`src/rtl/core/eas_pkg.sv`:
```
// ----------------------------------------------------------------------------
// Encoder angle and speed package
// Shared types and constants for the encoder angle and speed calculator.
// ----------------------------------------------------------------------------
`default_nettype none
package eas_pkg;

  // Configuration register indexes
  localparam logic [2:0] REG_ANGLE_OFFSET  = 3'd0;
  localparam logic [2:0] REG_POLE_PAIRS    = 3'd1;
  localparam logic [2:0] REG_BASE_RPM      = 3'd2;
  localparam logic [2:0] REG_COUNTS_REV    = 3'd3;
  localparam logic [2:0] REG_PERIOD_SCALER = 3'd4;

  localparam int unsigned DivW = 48;

  // Divider request from the sequencer
  typedef struct packed {
    logic            start;
    logic [DivW-1:0] num;
    logic [15:0]     den;
  } div_req_t;

  // Divider status back to the sequencer
  typedef struct packed {
    logic            done;
    logic [DivW-1:0] quo;
    logic [15:0]     rem;
  } div_rsp_t;

endpackage : eas_pkg
`default_nettype wire

```
`src/rtl/core/eas_div.sv`:
```
// ----------------------------------------------------------------------------
// Restoring divider
// Shared unsigned divider, one quotient bit per cycle.
// ----------------------------------------------------------------------------
`default_nettype none
module eas_div (
  input  wire logic              clk,
  input  wire logic              rst_n,
  input  wire eas_pkg::div_req_t req,
  output eas_pkg::div_rsp_t      rsp
);
  localparam int unsigned W = eas_pkg::DivW;

  logic [W-1:0]  quo_r, quo_nxt;
  logic [16:0]   rem_r, rem_nxt;
  logic [15:0]   den_r, den_nxt;
  logic [5:0]    cnt_r, cnt_nxt;
  logic          busy_r, busy_nxt, done_r, done_nxt;
  logic [16:0]   trial;
  logic [17:0]   diff;

  // One shift and subtract step
  always_comb begin
    quo_nxt  = quo_r;
    rem_nxt  = rem_r;
    den_nxt  = den_r;
    cnt_nxt  = cnt_r;
    busy_nxt = busy_r;
    done_nxt = 1'b0;
    trial    = {rem_r[15:0], quo_r[W-1]};
    diff     = {1'b0, trial} - {2'b00, den_r};
    if (req.start) begin
      quo_nxt  = req.num;
      rem_nxt  = '0;
      den_nxt  = req.den;
      cnt_nxt  = 6'(W);
      busy_nxt = 1'b1;
    end else if (busy_r) begin
      if (rem_r[16] || !diff[17]) begin
        rem_nxt = diff[16:0];
        quo_nxt = {quo_r[W-2:0], 1'b1};
      end else begin
        rem_nxt = trial;
        quo_nxt = {quo_r[W-2:0], 1'b0};
      end
      cnt_nxt = cnt_r - 6'd1;
      if (cnt_r == 6'd1) begin
        busy_nxt = 1'b0;
        done_nxt = 1'b1;
      end
    end
  end

  always_ff @(posedge clk) begin
    quo_r <= quo_nxt;
    rem_r <= rem_nxt;
    den_r <= den_nxt;
    if (!rst_n) begin
      cnt_r  <= '0;
      busy_r <= 1'b0;
      done_r <= 1'b0;
    end else begin
      cnt_r  <= cnt_nxt;
      busy_r <= busy_nxt;
      done_r <= done_nxt;
    end
  end

  assign rsp = '{done: done_r, quo: quo_r, rem: rem_r[15:0]};

  a_done_pulse: assert property (@(posedge clk) disable iff (!rst_n)
    done_r |=> !done_r) else $error("divider done held");
  a_no_busy_done: assert property (@(posedge clk) disable iff (!rst_n)
    done_r |-> !busy_r) else $error("divider done while busy");
  a_start_busy: assert property (@(posedge clk) disable iff (!rst_n)
    req.start |=> busy_r) else $error("divider did not start");
endmodule : eas_div
`default_nettype wire

```
`src/rtl/core/encoder_angle_speed_calc.sv`:
```
// ----------------------------------------------------------------------------
// Encoder angle and speed calculator
// Angle, electrical angle and two speed estimates from encoder updates.
// ----------------------------------------------------------------------------
// Channel  Direction  Contents
// in_      slave      update: direction, counts, event flags, capture period
// out_     master     angles, index flag, fast and slow speeds
// cfg_     write      offset, pole pairs, base rpm, counts per rev, scaler
//
// One update runs from acceptance to out_tvalid through two to five passes of
// the shared 48-step restoring divider, up to two rpm products and the result
// register.
// rst_n is synchronous; registers take their documented reset values.
// in_tready is low while an update is in work or its result is not taken,
// so the next transaction can be taken the cycle after the result is accepted.
`default_nettype none
module encoder_angle_speed_calc #(
  parameter int unsigned FRACTION_BITS = 16
) (
  input  wire logic        clk,
  input  wire logic        rst_n,
  input  wire logic        in_tvalid,
  output logic             in_tready,
  // dir_forward, position_count, index_latched, unit_timeout,
  // latched_position, unit_pos_event, capture_overflow, capture_period, pad
  input  wire logic [71:0] in_tdata,
  output logic             out_tvalid,
  input  wire logic        out_tready,
  // mech_angle, elec_angle, index_synced, fast_speed_pu, fast_speed_rpm,
  // slow_speed_pu, slow_speed_rpm, pad
  output logic [103:0]     out_tdata,
  input  wire logic        cfg_we,
  input  wire logic [2:0]  cfg_index,
  input  wire logic [15:0] cfg_data
);
  localparam int unsigned W  = eas_pkg::DivW;
  localparam int unsigned FW = FRACTION_BITS + 2;
  localparam int unsigned PW = FRACTION_BITS + 17;
  localparam logic [W-1:0] ONE = W'(1) << FRACTION_BITS;

  typedef enum logic [7:0] {
    S_IDLE = 8'b00000001, S_MOD  = 8'b00000010, S_MECH = 8'b00000100,
    S_LMOD = 8'b00001000, S_FRAC = 8'b00010000, S_SLOW = 8'b00100000,
    S_RPM  = 8'b01000000, S_OUT  = 8'b10000000
  } state_t;

  state_t state_r, state_nxt;
  logic [15:0] off_r, base_r, cpr_r, scl_r;
  logic [5:0]  pp_r;
  logic        prod_vld_r;

  // Held state
  logic [FRACTION_BITS-1:0] prev_r;
  logic        idx_r;
  logic [17:0] fpu_r;
  logic [16:0] frpm_r, spu_r, srpm_r;
  logic [14:0] mech_r, elec_r;

  // Latched input item
  logic        fwd_r, tmo_r, upe_r, ovf_r;
  logic [15:0] raw_r, per_r;
  logic [31:0] lat_r;
  logic        rpm_slow_r; // which rpm product is in work
  logic        issued_r;
  logic [FW-1:0] fd_r;      // fast difference, signed
  logic [FRACTION_BITS:0] spd_r;
  logic        ovalid_r;

  eas_pkg::div_req_t req;
  eas_pkg::div_rsp_t rsp;
  eas_div u_div (.clk(clk), .rst_n(rst_n), .req(req), .rsp(rsp));

  // Product of base rpm and a magnitude, one multiply in a register stage
  logic [FRACTION_BITS:0] mag;
  logic [FRACTION_BITS+16:0] prod_r;
  logic [16:0] rpm_v;
  logic [FW-1:0] fneg;
  assign fneg = -fd_r;
  assign mag  = rpm_slow_r ? spd_r :
                (fd_r[FW-1] ? fneg[FRACTION_BITS:0] : fd_r[FRACTION_BITS:0]);
  assign rpm_v = 17'(prod_r >> FRACTION_BITS);

  // With zero counts per revolution the new fraction is taken as zero
  logic [FW-1:0] nf, of, dcalc, onef;
  logic [W-1:0]  sq;
  assign nf   = (cpr_r == 16'd0) ? '0 : FW'(rsp.quo);
  assign of   = FW'(prev_r);
  assign onef = FW'(ONE);
  always_comb begin
    if (!fwd_r) dcalc = (nf > of) ? (nf - onef - of) : (nf - of);
    else        dcalc = (nf < of) ? (onef + nf - of) : (nf - of);
    sq = (rsp.quo > ONE) ? ONE : rsp.quo;
  end

  assign in_tready = (state_r == S_IDLE) && !ovalid_r;

  // Sequencer
  always_comb begin
    state_nxt = state_r;
    req       = '0;
    case (state_r)
      S_IDLE: if (in_tvalid && in_tready) state_nxt = S_MOD;
      S_MOD: begin
        if (!issued_r) begin
          req = '{1'b1, W'(raw_r), cpr_r};
        end else if (rsp.done) begin
          state_nxt = S_MECH;
        end
      end
      S_MECH: begin
        if (!issued_r) req = '{1'b1, W'(rsp.rem) * W'(32767), cpr_r};
        else if (rsp.done) state_nxt = tmo_r ? S_LMOD : (upe_r ? S_SLOW : S_OUT);
      end
      S_LMOD: begin
        if (!issued_r) req = '{1'b1, W'(lat_r), cpr_r};
        else if (rsp.done) state_nxt = S_FRAC;
      end
      S_FRAC: begin
        if (!issued_r) req = '{1'b1, W'(rsp.rem) << FRACTION_BITS, cpr_r};
        else if (rsp.done) state_nxt = S_RPM;
      end
      S_SLOW: begin
        if (!issued_r) req = '{1'b1, W'(scl_r) << FRACTION_BITS,
                               ovf_r ? 16'hFFFF : per_r};
        else if (rsp.done) state_nxt = S_RPM;
      end
      S_RPM: begin
        if (prod_vld_r) state_nxt = (!rpm_slow_r && upe_r) ? S_SLOW : S_OUT;
      end
      S_OUT: state_nxt = S_IDLE;
      default: state_nxt = S_IDLE;
    endcase
  end

  always_ff @(posedge clk) begin
    if (in_tvalid && in_tready) begin
      fwd_r <= in_tdata[0];
      raw_r <= in_tdata[16:1] + off_r;
      tmo_r <= in_tdata[18];
      lat_r <= in_tdata[50:19];
      upe_r <= in_tdata[51];
      ovf_r <= in_tdata[52];
      per_r <= in_tdata[68:53];
    end
    prod_r <= PW'(mag) * PW'(base_r);
    if (state_r == S_MECH && rsp.done) begin
      mech_r <= (cpr_r == 16'd0) ? 15'd0 : rsp.quo[14:0];
      elec_r <= 15'(((cpr_r == 16'd0) ? 21'd0 : 21'(rsp.quo[14:0])) * 21'(pp_r));
    end
    if (state_r == S_FRAC && rsp.done) begin
      fd_r <= dcalc;
    end
    if (state_r == S_SLOW && rsp.done) begin
      spd_r <= (!ovf_r && per_r == 16'd0) ? ONE[FRACTION_BITS:0] : sq[FRACTION_BITS:0];
    end
    if (!rst_n) begin
      state_r <= S_IDLE; issued_r <= 1'b0; prod_vld_r <= 1'b0; ovalid_r <= 1'b0;
      off_r <= '0; pp_r <= 6'd1; base_r <= 16'd3000; cpr_r <= 16'd4000;
      scl_r <= 16'd1; prev_r <= '0; idx_r <= 1'b0;
      fpu_r <= '0; frpm_r <= '0; spu_r <= '0; srpm_r <= '0; rpm_slow_r <= 1'b0;
    end else begin
      state_r <= state_nxt;
      issued_r <= (state_nxt == state_r) && (req.start || issued_r);
      prod_vld_r <= (state_r == S_RPM) && !prod_vld_r;
      if (cfg_we) begin
        case (cfg_index)
          eas_pkg::REG_ANGLE_OFFSET:  off_r  <= cfg_data;
          eas_pkg::REG_POLE_PAIRS:    pp_r   <= cfg_data[5:0];
          eas_pkg::REG_BASE_RPM:      base_r <= cfg_data;
          eas_pkg::REG_COUNTS_REV:    cpr_r  <= cfg_data;
          eas_pkg::REG_PERIOD_SCALER: scl_r  <= cfg_data;
          default: ;
        endcase
      end
      if (in_tvalid && in_tready) begin
        if (in_tdata[17]) idx_r <= 1'b1;
        rpm_slow_r <= 1'b0;
      end
      if (state_r == S_FRAC && rsp.done) begin
        prev_r <= (cpr_r == 16'd0) ? '0 : FRACTION_BITS'(rsp.quo);
        rpm_slow_r <= 1'b0;
      end
      if (state_r == S_SLOW && rsp.done) rpm_slow_r <= 1'b1;
      if (state_r == S_RPM && prod_vld_r) begin
        if (rpm_slow_r) begin
          spu_r  <= 17'(spd_r);
          srpm_r <= fwd_r ? rpm_v : -rpm_v;
        end else begin
          fpu_r  <= 18'($signed(fd_r));
          frpm_r <= fd_r[FW-1] ? -rpm_v : rpm_v;
        end
      end
      if (state_r == S_OUT) ovalid_r <= 1'b1;
      else if (out_tready) ovalid_r <= 1'b0;
    end
  end

  assign out_tvalid = ovalid_r;
  assign out_tdata  = {4'b0, srpm_r, spu_r, frpm_r, fpu_r, idx_r, elec_r, mech_r};

  a_ready_idle: assert property (@(posedge clk) disable iff (!rst_n)
    in_tready |-> state_r == S_IDLE) else $error("ready while busy");
  a_out_after: assert property (@(posedge clk) disable iff (!rst_n)
    state_r == S_OUT |=> out_tvalid) else $error("result not shown");
  a_hold: assert property (@(posedge clk) disable iff (!rst_n)
    out_tvalid && !out_tready |=> $stable(out_tdata)) else $error("result moved");
endmodule : encoder_angle_speed_calc
`default_nettype wire
```
`config.mk`:
```
export PLATFORM = sky130hd
export DESIGN_NAME = encoder_angle_speed_calc
export DESIGN_NICKNAME = d
export VERILOG_FILES = /design/src/rtl/core/eas_pkg.sv /design/src/rtl/core/eas_div.sv /design/src/rtl/core/encoder_angle_speed_calc.sv
export SDC_FILE = /design/constraint.sdc
export NUM_CORES = 2
export LEC_CHECK = 0
export BUFFER_PORTS_ARGS = -buffer_cell sky130_fd_sc_hd__clkbuf_2
export CORE_MARGIN = 10
export CORE_UTILIZATION = 50
export CTS_BUF_LIST = sky130_fd_sc_hd__clkbuf_4
export DETAILED_ROUTE_END_ITERATION = 8
export PLACE_DENSITY_LB_ADDON = 0.15
export SYNTH_ARGS = -nofsm -noshare
export SYNTH_HDL_FRONTEND = slang
export SYNTH_SLANG_ARGS = --single-unit
```
`constraint.sdc`:
```
create_clock -name clk -period 9.1 [get_ports clk]
set_input_delay 0.455 -clock clk [delete_from_list [all_inputs] [get_ports clk]]
set_output_delay 0.455 -clock clk [all_outputs]
set_load 0.03 [all_outputs]
```
==> results by group <==
Critical path
  • Reg2reg start: fd_r[6]
  • Required @ worst endpoint: 9.94 ns
  • Worst R2R Setup Slack: 0.97 ns
  • Cells on worst reg2reg path: 25
  • RR Endpoint: prod_r[32]
  • Worst setup EP type: flip-flop
  • Crit path kind: reg2reg
  • Arrival time worst endpoint: 8.97 ns
  • CP startpoint: fd_r[6]
  • Startpoint class of the critical path: flip-flop
  • Worst setup endpoint: prod_r[32]
  • Crit path max fanout: 8

Place
  • Placed Area: 36730 sq um
  • Post-DP HPWL: 73800 um
  • IO buf count: 194
  • GPL Wtd Cong: 0.9283

Clocking
  • Worst-path clk slew: 0.07 ns
  • CTS tree: done
  • Setup repair bufs after CTS: 0
  • H-tree depth: 3
  • # resized after CTS: 0
  • Clock Path Buffers: 3
  • Root buf cell: clkbuf_4
  • Clk_lat worst skew: 0.93 ns
  • TritonCTS Buffers: 111
  • Clock Sink Count: 407

Flow run
  • Max-cap viol count: 0

Synthesis
  • Mean Syn Cell Area: 9.313 sq um
  • Yosys cell types: 87
  • Post-synth EDFFs: 197
  • Post-Synthesis Cells: 3750
  • Synth Cell Area: 34920 sq um
  • Ys flop type: dfxtp_1
  • Sequential share of the synthesized area: 28.98%
  • Synth Warn #: 0
  • Async set-reset flop share out of synthesis: 0%
  • Post-synthesis sequential element count: 407

Global route
  • Grt total ovfl: 0
  • First-pass GRT wire length: 153800 um
  • Largest net degree at the start of global routing: 86
  • Vias in the first global route: 27370
  • Initial antenna violation count: 7
  • Gr usage total: 24.01%

STA
  • Slew Viols, Final: 0
  • Post-route setup TNS: 0 ns
  • Fin crit share: 89.34%
  • Smallest hold slack: 0.06996 ns
  • RSZ-0062 raised after global routing: no
  • Post-route clock skew: 0.1024 ns
  • Final min period: 8.130 ns
  • Rel. slew slack: 18.01%
  • Worst slew pin tran: 1.226 ns
  • Final setup viols: 0
  • Fmax: 123.0 MHz
  • Final hold vios: 0

Floorplanning
  • Row Count: 96
  • Top-Level Pins: 202
  • Initial Util: 50.65%
  • Die height: 284.3 um
  • Die Area: 80820 sq um
  • Std-Cell Core Area: 68950 sq um
  • Die W: 284.3 um

Cells and area
  • # nets final: 4755
  • Layout cells sized above 1: 10.95%
  • Synthesis-to-finish area growth: 11.72%
  • Design area: 39010 sq um
  • Commonest cells after routing, fill and taps aside: nand2_1, inv_1, fa_1
  • Most common cell after layout, fill and taps aside: nand2_1

Detailed routing
  • Vias/cell: 5.399
  • Pre-antenna DRT Iters: 7
  • # DRC: 0
  • Final ANT Viol Nets: 0
  • Iter 0 DRT Violations: 2005
  • Routed wire length: 97670 um
  • WL/cell: 19.36 um
  • Vias: 27230

Outcome
  • Status: finished, final reports clean

Hold path
  • HP Class: in2reg
-- metrics by stage --
stage               instances  setup slack (ns)  util, %
finish                   5044            0.9697    56.59
floorplan                3753             1.655        -
global placement         4753            0.9435    53.27
detailed placement       4753            0.8493    53.27
global route             5043            0.3822    56.58
CTS                      5039            0.9104    56.57
-- worst min path at each step --
stage / start / endpoint / slack, ns / cells past startpoint
2_1_floorplan: scl_r[10] / scl_r[10] / 0.44 / 2
3_3_place_gp: frpm_r[0] / frpm_r[0] / 0.44 / 2
3_5_place_dp: fpu_r[8] / fpu_r[8] / 0.44 / 2
4_1_cts: in_tdata[10] / raw_r[9] / 0.005 / 3
5_1_grt: in_tdata[10] / raw_r[9] / 0.03 / 3
6_report: in_tdata[10] / raw_r[9] / 0.07 / 3
-- Yosys cell counts (all sizes together) (20+ instances only) --
master / number / area (sq um)
a222oi: 26 / 260.3
clkbuf: 124 / 465.5
buf: 38 / 205.2
nor4: 31 / 200.2
inv: 560 / 2102
nor2: 174 / 653.1
o21ai: 117 / 593.1
and3: 47 / 294.0
xnor2: 105 / 919.6
nor2b: 33 / 206.5
dfxtp: 210 / 4204
a211oi: 48 / 365.3
a21oi: 223 / 1131
and2: 151 / 944.7
nand2b: 20 / 125.1
edfxtp: 197 / 5916
xor2: 49 / 429.2
mux2i: 39 / 390.4
a31oi: 24 / 150.1
nand2: 577 / 2168
nor3: 37 / 195.2
ha: 270 / 3378
nand3: 41 / 205.2
fa: 377 / 7547
-- logic make-up after synthesis --
family	after synthesis	share of synthesized area, %
flip-flops	407	28.98
AND/OR/NAND/NOR	1184	15.88
adder cells (fa/ha/maj)	647	31.28
buffers and inverters	722	7.939
AO/OA/AOI/OAI	595	10.90
multiplexers	40	1.150
other	1	0.01074
XOR/XNOR	154	3.862
-- critical path, stage by stage, from the launching register on --
cell and delay (ns):
edfxtp_1 0.48, or4_1 0.59, or3_1 0.37, o21ai_1 0.27, nand2_1 0.11, xnor2_1 0.14
o21ai_1 0.55, nand2_1 0.17, fa_1 0.53, fa_1 0.56, inv_1 0.06, fa_1 0.48
fa_1 0.46, fa_1 0.51, inv_1 0.05, fa_1 0.47, inv_1 0.04, ha_1 0.32
a21oi_1 0.20, o21ai_0 0.17, a221oi_1 0.39, a21oi_1 0.13, a2111oi_2 0.55, a21oi_1 0.19
a21oi_1 0.21, xnor2_1 0.12
-- state kept, by name, summed over array words and instances (netlist names), 17 cells and up --
name	cells
fd_r	18
fpu_r	18
frpm_r	17
lat_r	32
prod_r	17
spd_r	17
spu_r	17
srpm_r	17
u_div.quo_r	48
u_div.rem_r	17
-- area by class of cell --
| type | count | area, sq um |
|---|---|---|
| Antenna cell | 5 | 12.51 |
| Clock buffer | 175 | 1314 |
| Clock inverter | 34 | 191.4 |
| Fill cell | 6441 | 29930 |
| Inverter | 560 | 2105 |
| Multi-Input combinational cell | 2624 | 22090 |
| Sequential cell | 407 | 10120 |
| Tap cell | 931 | 1165 |
| Timing Repair Buffer | 308 | 2019 |
-- layer usage --
layer	vias up	GRT usage [%]	routed length [um]
met5	-	0	34
met4	6	7.104	2174
met3	142	5.833	8269
met2	945	38.89	45800
met1	13180	31.49	41400
li1	12960	-	-
-- timing repair --
item | 4_1_cts | 5_1_grt
hold buffers | 77 | 0
hold endpoints to repair | 125 | 0
setup endpoints to repair | 0 | 0
Power is not shown: default switching activity piles up to over one toggle a cycle in this logic, so the estimate is an artifact.
